[config.mk]
export PLATFORM = sky130hd
export DESIGN_NAME = linear_interp_upsampler_mono_to_stereo_top
export DESIGN_NICKNAME = d
export VERILOG_FILES = /design/src/rtl/core/liu_pkg.sv /design/src/rtl/core/liu_front.sv /design/src/rtl/core/liu_queue.sv /design/src/rtl/core/liu_back.sv /design/src/rtl/core/linear_interp_upsampler_mono_to_stereo_top.sv
export SDC_FILE = /design/constraint.sdc
export NUM_CORES = 1
export LEC_CHECK = 0
export BUFFER_PORTS_ARGS = -buffer_cell sky130_fd_sc_hd__buf_2
export CELL_PAD_IN_SITES_DETAIL_PLACEMENT = 1
export CELL_PAD_IN_SITES_GLOBAL_PLACEMENT = 1
export CORE_MARGIN = 4
export CORE_UTILIZATION = 52
export CTS_CLUSTER_SIZE = 28
export DETAILED_ROUTE_END_ITERATION = 8
export PLACE_DENSITY_LB_ADDON = 0.1
export SYNTH_ARGS = -nofsm -noshare
export SYNTH_HDL_FRONTEND = slang
export SYNTH_SLANG_ARGS = --single-unit
[constraint.sdc]
create_clock -name aclk -period 8.3 [get_ports aclk]
set_input_delay 0.415 -clock aclk [delete_from_list [all_inputs] [get_ports aclk]]
set_output_delay 0.415 -clock aclk [all_outputs]
set_load 0.01 [all_outputs]
[src/rtl/core/liu_pkg.sv]
package liu_pkg;

    // Block configuration
    localparam int MODULES = 8;
    localparam int FACTOR  = 6;

    // Field widths
    localparam int SAMPLE_W = 16;
    localparam int MODREQ_W = 3;
    localparam int IDX_W    = (MODULES > 1) ? $clog2(MODULES) : 1;
    localparam int DIFF_W   = SAMPLE_W + 1;
    localparam int K_W      = $clog2(FACTOR + 1);

    // Interpolation numerator FACTOR*prev + k*diff, |num| <= FACTOR * 2^15
    localparam int NUM_W    = SAMPLE_W + $clog2(FACTOR) + 1;
    localparam int MAG_W    = NUM_W;

    // Reciprocal of FACTOR, rounded up; the extra bits keep the error below 1/FACTOR
    localparam int      RECIP_SH = MAG_W + $clog2(FACTOR) + 2;
    localparam longint  RECIP    = (longint'(1) << RECIP_SH) / FACTOR + 1;
    localparam int      RECIP_W  = $clog2(RECIP + 1);
    localparam int      PROD_W   = MAG_W + RECIP_W;

    // Queue between front and back
    localparam int QDEPTH  = 2;
    localparam int QPTR_W  = (QDEPTH > 1) ? $clog2(QDEPTH) : 1;
    localparam int QCNT_W  = $clog2(QDEPTH + 1);

    typedef struct packed {
        logic [MODREQ_W-1:0]        module_req;
        logic signed [SAMPLE_W-1:0] sample;
        logic                       silence;
    } in_t;

    typedef struct packed {
        logic signed [SAMPLE_W-1:0] left;
        logic signed [SAMPLE_W-1:0] right;
        logic                       last;
    } out_t;

    // One interpolation job: start point and step
    typedef struct packed {
        logic signed [SAMPLE_W-1:0] prev;
        logic signed [DIFF_W-1:0]   diff;
    } job_t;

    typedef struct packed {
        logic valid;
        logic full;
    } q_status_t;

endpackage

[src/rtl/core/liu_front.sv]
module liu_front
    import liu_pkg::*;
(
    input  logic      aclk,
    input  logic      aresetn,
    input  in_t       s_data,
    input  logic      s_valid,
    output logic      s_ready,
    input  q_status_t q_status,
    output logic      push,
    output job_t      push_job
);

    logic signed [SAMPLE_W-1:0] prev_reg [MODULES];
    logic                       accept;
    logic                       mod_ok;
    logic [IDX_W-1:0]           idx;
    logic signed [SAMPLE_W-1:0] prev_cur;

    assign s_ready  = !q_status.full;
    assign accept   = s_valid && s_ready;
    assign mod_ok   = int'(s_data.module_req) < MODULES;
    assign idx      = s_data.module_req[IDX_W-1:0];
    assign prev_cur = mod_ok ? prev_reg[idx] : '0;

    assign push          = accept && mod_ok && !s_data.silence;
    assign push_job.prev = prev_cur;
    assign push_job.diff = DIFF_W'(s_data.sample) - DIFF_W'(prev_cur);

    always_ff @(posedge aclk) begin
        if (!aresetn) begin
            for (int i = 0; i < MODULES; i++) begin
                prev_reg[i] <= '0;
            end
        end else if (accept && mod_ok) begin
            prev_reg[idx] <= s_data.silence ? '0 : s_data.sample;
        end
    end

endmodule

[src/rtl/core/liu_queue.sv]
module liu_queue
    import liu_pkg::*;
(
    input  logic      aclk,
    input  logic      aresetn,
    input  logic      push,
    input  job_t      push_job,
    input  logic      pop,
    output job_t      head_job,
    output q_status_t q_status,
    output logic [QCNT_W-1:0] count
);

    job_t              mem_reg [QDEPTH];
    logic [QPTR_W-1:0] wr_ptr_reg, wr_ptr_next;
    logic [QPTR_W-1:0] rd_ptr_reg, rd_ptr_next;
    logic [QCNT_W-1:0] count_reg, count_next;

    function automatic logic [QPTR_W-1:0] ptr_inc(input logic [QPTR_W-1:0] p);
        return (p == QPTR_W'(QDEPTH - 1)) ? '0 : p + 1'b1;
    endfunction

    assign q_status.valid = count_reg != '0;
    assign q_status.full  = count_reg == QCNT_W'(QDEPTH);
    assign head_job       = mem_reg[rd_ptr_reg];
    assign count          = count_reg;

    always_comb begin
        wr_ptr_next = push ? ptr_inc(wr_ptr_reg) : wr_ptr_reg;
        rd_ptr_next = pop  ? ptr_inc(rd_ptr_reg) : rd_ptr_reg;
        count_next  = count_reg;
        if (push && !pop) begin
            count_next = count_reg + 1'b1;
        end else if (pop && !push) begin
            count_next = count_reg - 1'b1;
        end
    end

    always_ff @(posedge aclk) begin
        if (!aresetn) begin
            wr_ptr_reg <= '0;
            rd_ptr_reg <= '0;
            count_reg  <= '0;
        end else begin
            wr_ptr_reg <= wr_ptr_next;
            rd_ptr_reg <= rd_ptr_next;
            count_reg  <= count_next;
        end
    end

    always_ff @(posedge aclk) begin
        if (push) begin
            mem_reg[wr_ptr_reg] <= push_job;
        end
    end

endmodule

[src/rtl/core/liu_back.sv]
module liu_back
    import liu_pkg::*;
(
    input  logic      aclk,
    input  logic      aresetn,
    input  job_t      head_job,
    input  q_status_t q_status,
    output logic      pop,
    output out_t      m_data,
    output logic      m_valid,
    input  logic      m_ready
);

    localparam logic signed [NUM_W-1:0] FAC_S  = NUM_W'(FACTOR);
    localparam logic [RECIP_W-1:0]      RECIP_C = RECIP_W'(RECIP);

    // Frame sequencer
    logic                     busy_reg, busy_next;
    logic [K_W-1:0]           k_reg, k_next;
    logic signed [NUM_W-1:0]  num_reg, num_next;
    logic signed [DIFF_W-1:0] diff_reg, diff_next;

    // Stage 1: magnitude and sign of the numerator
    logic             s1_valid_reg;
    logic [MAG_W-1:0] s1_mag_reg;
    logic             s1_neg_reg;
    logic             s1_last_reg;

    // Output register
    logic                       out_valid_reg;
    logic signed [SAMPLE_W-1:0] out_val_reg;
    logic                       out_last_reg;

    logic                       advance;
    logic                       gen_valid;
    logic [K_W-1:0]             k_cur;
    logic signed [NUM_W-1:0]    base;
    logic signed [DIFF_W-1:0]   step;
    logic signed [NUM_W-1:0]    num;
    logic                       gen_last;
    logic [PROD_W-1:0]          prod;
    logic [SAMPLE_W-1:0]        quot;
    logic signed [SAMPLE_W-1:0] val;

    assign advance   = !out_valid_reg || m_ready;
    assign gen_valid = busy_reg || q_status.valid;
    assign pop       = advance && !busy_reg && q_status.valid;

    always_comb begin
        k_cur    = busy_reg ? k_reg : K_W'(1);
        base     = busy_reg ? num_reg : NUM_W'(head_job.prev) * FAC_S;
        step     = busy_reg ? diff_reg : head_job.diff;
        num      = base + NUM_W'(step);
        gen_last = k_cur == K_W'(FACTOR);

        busy_next = busy_reg;
        k_next    = k_reg;
        num_next  = num_reg;
        diff_next = diff_reg;
        if (advance && gen_valid) begin
            busy_next = !gen_last;
            k_next    = k_cur + 1'b1;
            num_next  = num;
            diff_next = step;
        end
    end

    // Truncating divide by FACTOR: reciprocal multiply on the magnitude
    assign prod = PROD_W'(s1_mag_reg) * PROD_W'(RECIP_C);
    assign quot = prod[RECIP_SH +: SAMPLE_W];
    assign val  = s1_neg_reg ? -$signed(quot) : $signed(quot);

    always_ff @(posedge aclk) begin
        if (!aresetn) begin
            busy_reg      <= 1'b0;
            s1_valid_reg  <= 1'b0;
            out_valid_reg <= 1'b0;
        end else begin
            busy_reg <= busy_next;
            if (advance) begin
                s1_valid_reg  <= gen_valid;
                out_valid_reg <= s1_valid_reg;
            end
        end
    end

    always_ff @(posedge aclk) begin
        k_reg    <= k_next;
        num_reg  <= num_next;
        diff_reg <= diff_next;
        if (advance) begin
            s1_neg_reg   <= num[NUM_W-1];
            s1_mag_reg   <= num[NUM_W-1] ? MAG_W'(-num) : MAG_W'(num);
            s1_last_reg  <= gen_last;
            out_val_reg  <= val;
            out_last_reg <= s1_last_reg;
        end
    end

    assign m_valid      = out_valid_reg;
    assign m_data.left  = out_val_reg;
    assign m_data.right = out_val_reg;
    assign m_data.last  = out_last_reg;

endmodule

[src/rtl/core/linear_interp_upsampler_mono_to_stereo_top.sv]
// Mono-to-stereo linear interpolation upsampler, factor FACTOR (6). Each input
// transfer carries a 16-bit mono sample and a source module index; every module
// keeps its own last sample. A normal sample produces FACTOR stereo frames that
// step exactly from the stored sample to the new one, frame k being
// trunc((FACTOR*prev + k*(cur-prev)) / FACTOR), left equal to right, the final
// frame flagged with last. A silence transfer zeroes that module's stored
// sample and produces no frames; an index at or above MODULES is dropped.
// Rate: one frame per cycle from the output sequencer while m_ready does not
// stall it, and samples stream back to back at that pace. A two-entry job
// queue decouples input and output, so input keeps flowing while the output
// side stalls until the queue fills.
module linear_interp_upsampler_mono_to_stereo_top
    import liu_pkg::*;
(
    input  logic aclk,
    input  logic aresetn,
    // Sample input
    input  in_t  s_data,
    input  logic s_valid,
    output logic s_ready,
    // Frame output
    output out_t m_data,
    output logic m_valid,
    input  logic m_ready
);

    q_status_t         q_status;
    logic              push;
    logic              pop;
    job_t              push_job;
    job_t              head_job;
    logic [QCNT_W-1:0] q_count;

    // Front: per-module sample store, builds one job per normal transfer
    liu_front u_front (
        .aclk     (aclk),
        .aresetn  (aresetn),
        .s_data   (s_data),
        .s_valid  (s_valid),
        .s_ready  (s_ready),
        .q_status (q_status),
        .push     (push),
        .push_job (push_job)
    );

    // Job queue
    liu_queue u_queue (
        .aclk     (aclk),
        .aresetn  (aresetn),
        .push     (push),
        .push_job (push_job),
        .pop      (pop),
        .head_job (head_job),
        .q_status (q_status),
        .count    (q_count)
    );

    // Back: frame sequencer, divide pipeline and output register
    liu_back u_back (
        .aclk     (aclk),
        .aresetn  (aresetn),
        .head_job (head_job),
        .q_status (q_status),
        .pop      (pop),
        .m_data   (m_data),
        .m_valid  (m_valid),
        .m_ready  (m_ready)
    );

`ifndef NO_ASSERTIONS
    // Both channels of a frame carry the same value
    assert property (@(posedge aclk) disable iff (!aresetn)
        m_valid |-> m_data.left == m_data.right)
        else $error("left and right differ");

    // Queue never overfills and never pops empty
    assert property (@(posedge aclk) disable iff (!aresetn)
        q_count <= QCNT_W'(QDEPTH) && !(pop && q_count == '0))
        else $error("job queue over or underflow");

    // Silence transfers never create a job
    assert property (@(posedge aclk) disable iff (!aresetn)
        (s_valid && s_ready && s_data.silence) |-> !push)
        else $error("silence transfer queued a job");

    // No frame comes out on the first edge after reset is released
    assert property (@(posedge aclk) disable iff (!aresetn)
        $past(!aresetn) |-> !m_valid)
        else $error("output valid after reset");
`endif

endmodule

==> key figures <==
Run status
  – Status: completed

Synth
  – Yosys Warn Count: 0
  – Post-synth EDFFs: 273
  – Ys flop type: edfxtp_1
  – Post-Synthesis Net Count: 2190
  – Number of library cell types mapped by synthesis: 72
  – FF+latch count, synth: 281
  – Mapped Area: 0.0201 mm2
  – Post-Syn Instances: 1823
  – Asr flop ratio synth: 0%
  – Post-synthesis area per instance: 11.0 um2
  – Register area share after synthesis: 41.5%

STA
  – Fin. Hold Viols: 0
  – Worst-Margin Slew: 1120 ps
  – Slew HR: 25.2%
  – Setup TNS: 0 ps
  – Fmax: 128 MHz
  – RSZ-0062 raised after global routing: no
  – Final WS setup: 509 ps
  – Fin crit period: 7790 ps
  – Endpoints failing setup: 0
  – Worst Clk Skew: 25.4 ps
  – Final Cycle Share: 93.9%
  – Final Max Slew Viols: 0

Final layout
  – Commonest non-fill, non-tap cells in the layout: 273 x edfxtp_1, 245 x inv_1, 225 x ha_1
  – Multi-input gate area in the final layout: 0.0105 mm2
  – Register area: 0.00836 mm2
  – Share of layout cells above drive strength 1: 8.71%
  – FILL cells: 4054
  – Final core utilization: 57.6%
  – P&R area growth vs syn: 8.47%
  – Final nets: 2214
  – Most common cell after layout, fill and taps aside: edfxtp_1
  – Max FFs per register: 128
  – Inserted Diodes: 0

GRT
  – Gr ovfl total: 0
  – Vias in the first global route: 15100
  – First-pass GRT wire length: 84000 um
  – GRT Util Overall: 25.8%
  – Initial antenna violation count: 0
  – Largest net degree at the start of global routing: 77

Clock tree
  – Post-CTS setup buffer count: 0
  – CTS sink count: 281
  – CTS Buf Count: 30
  – TritonCTS clock tree: built
  – Post-CTS sizing: 0
  – Clk Tree Root Cell: clkbuf_16
  – Clock buffer depth: 3
  – Clk Latency, worst-skew pair: 580 ps
  – CTS Hold Bufs: 0
  – # H-tree levels: 1
  – CTS clk-pin slew, worst paths: 60 ps

Min path
  – Hold Crit Class: in2reg
  – Worst hold path cell count: 2

Worst setup path
  – CP Launch Type: flip-flop
  – Most used cell, CP: fa_1
  – Critical path type: reg2reg
  – Critical Path Fanout Max: 6
  – Req. time, crit path: 8700 ps
  – Reg2Reg Depth: 22
  – Crit path cell chain: ha_1 > fa_1 > inv_1 > fa_1 > inv_1 > fa_1 > inv_1 > fa_1 > fa_1 > inv_1 > ha_1 > ha_1 > a21oi_1 > o211ai_1 > nand3_1 > a21oi_1 > o311ai_1 > a21oi_1 > o31a_1 > nor4b_1 > a2111oi_0 > nor4_1
  – Slowest Stage Delay on Critical Path: 680 ps
  – Critical path arrival: 8190 ps
  – Slowest-stage cell, CP: fa_1
  – Critical Path End Type: flip-flop

Floorplanning
  – Die width: 205 um
  – Row count: 71
  – Die Y: 205 um
  – Ports: 59
  – Die area: 0.0419 mm2
  – Initial Util: 53.1%
  – Core region area: 0.0379 mm2

Placed design
  – Placed wire-length estimate: 40200 um
  – Placer Congestion: 0.861
  – Port bufs: 58
  – Pre-CTS setup slack: 514 ps

Route
  – DR DRC count: 0
  – Iteration count of the initial detailed-routing pass: 5
  – DR vias/cell: 5.77
  – Routed wire length: 53500 um
  – Initial DRC count: 819
  – Drt wl/cell: 22.5 um
  – Via count: 13700
  – Final ANT Viol Nets: 0

Job
  – Maxcap violations: 0
[worst max-delay path, delay by kind of cell (launching register included)]
| kind | cells | cell delay (ps) |
|---|---|---|
| buffers and inverters | 4 | 380 |
| and+or+nand+nor | 3 | 1000 |
| DFF | 1 | 450 |
| AOI/OAI and AO/OA | 7 | 1880 |
| adders and majority gates | 8 | 3910 |
[synth_stat cells (6+ instances only)]
| master | number | share of area [%] |
|---|---|---|
| a21boi_0 | 7 | 0.26 |
| a21o_1 | 11 | 0.41 |
| a21oi_1 | 53 | 1.3 |
| a22oi_1 | 64 | 2.4 |
| a31oi_1 | 6 | 0.19 |
| and2_1 | 13 | 0.40 |
| and3_1 | 14 | 0.44 |
| and4_1 | 16 | 0.70 |
| buf_1 | 20 | 0.37 |
| buf_4 | 17 | 0.63 |
| clkbuf_1 | 39 | 0.73 |
| dfxtp_1 | 8 | 0.80 |
| edfxtp_1 | 273 | 41 |
| fa_1 | 118 | 12 |
| ha_1 | 225 | 14 |
| inv_1 | 245 | 4.6 |
| mux2_2 | 22 | 1.2 |
| mux2i_1 | 18 | 0.90 |
| nand2_1 | 94 | 1.8 |
| nand2b_1 | 26 | 0.81 |
| nand3_1 | 24 | 0.60 |
| nand4_1 | 13 | 0.40 |
| nor2_1 | 196 | 3.7 |
| nor2b_1 | 10 | 0.31 |
| nor3_1 | 30 | 0.75 |
| o21a_1 | 12 | 0.45 |
| o21ai_0 | 63 | 1.6 |
| o21bai_1 | 7 | 0.26 |
| o31ai_1 | 7 | 0.26 |
| or3_1 | 14 | 0.44 |
| xnor2_1 | 53 | 2.3 |
| xor2_1 | 31 | 1.3 |
[per-stage QoR]
step / std cells / hold WS (ps) / area (um2)
after floorplan: 1823 / 400 / 20100
after global placement: 2326 / 402 / 20800
after detailed placement: 2326 / 437 / 20800
after CTS: 2382 / 239 / 21800
after global routing: 2382 / 279 / 21800
final: 2382 / 265 / 21800
[cell type report]
type / count / share of cell area (%)
inverters: 245 / 4.21
repair buffers: 68 / 1.67
flip-flops and latches: 281 / 38.3
multi-input cells: 1221 / 48.3
clock inverters: 24 / 1.12
well taps: 511 / 2.93
clock buffers: 32 / 3.47
[cell families after synthesis]
logic type	after synthesis	synth area share (%)
and+or+nand+nor	474	11.2
adders and majority gates	343	25.7
buffers and inverters	321	6.30
DFF	281	41.5
AOI/OAI and AO/OA	279	9.33
xor gates and xnor gates	85	3.77
muxes	40	2.13
[path summary, 6_finish.rpt]
| path | from | end | slack (ps) |
|---|---|---|---|
| max | u_back.s1_mag_reg[16]$_DFFE_PN_ | u_back.out_val_reg[15]$_DFFE_PN_ | 510 |
| min | aresetn | u_back.m_valid$_SDFFE_PN0N_ | 270 |
| max reg2reg | u_back.s1_mag_reg[16]$_DFFE_PN_ | u_back.out_val_reg[15]$_DFFE_PN_ | 510 |
| min reg2reg | u_back.s1_last_reg$_DFFE_PN_ | u_back.out_last_reg$_DFFE_PN_ | 450 |
[layer usage]
| metal | track usage (%) | vias to the layer above | wire length (um) |
|---|---|---|---|
| met5 | 0 | - | 0 |
| met4 | 7.44 | 0 | 1600 |
| met3 | 2.71 | 89 | 1900 |
| met2 | 47.7 | 288 | 28200 |
| met1 | 32.1 | 6971 | 21800 |
| li1 | - | 6393 | - |
Power is left out: the tool's default activity adds up to more than one toggle a clock period on the data nets, which glitch-free logic cannot reach.
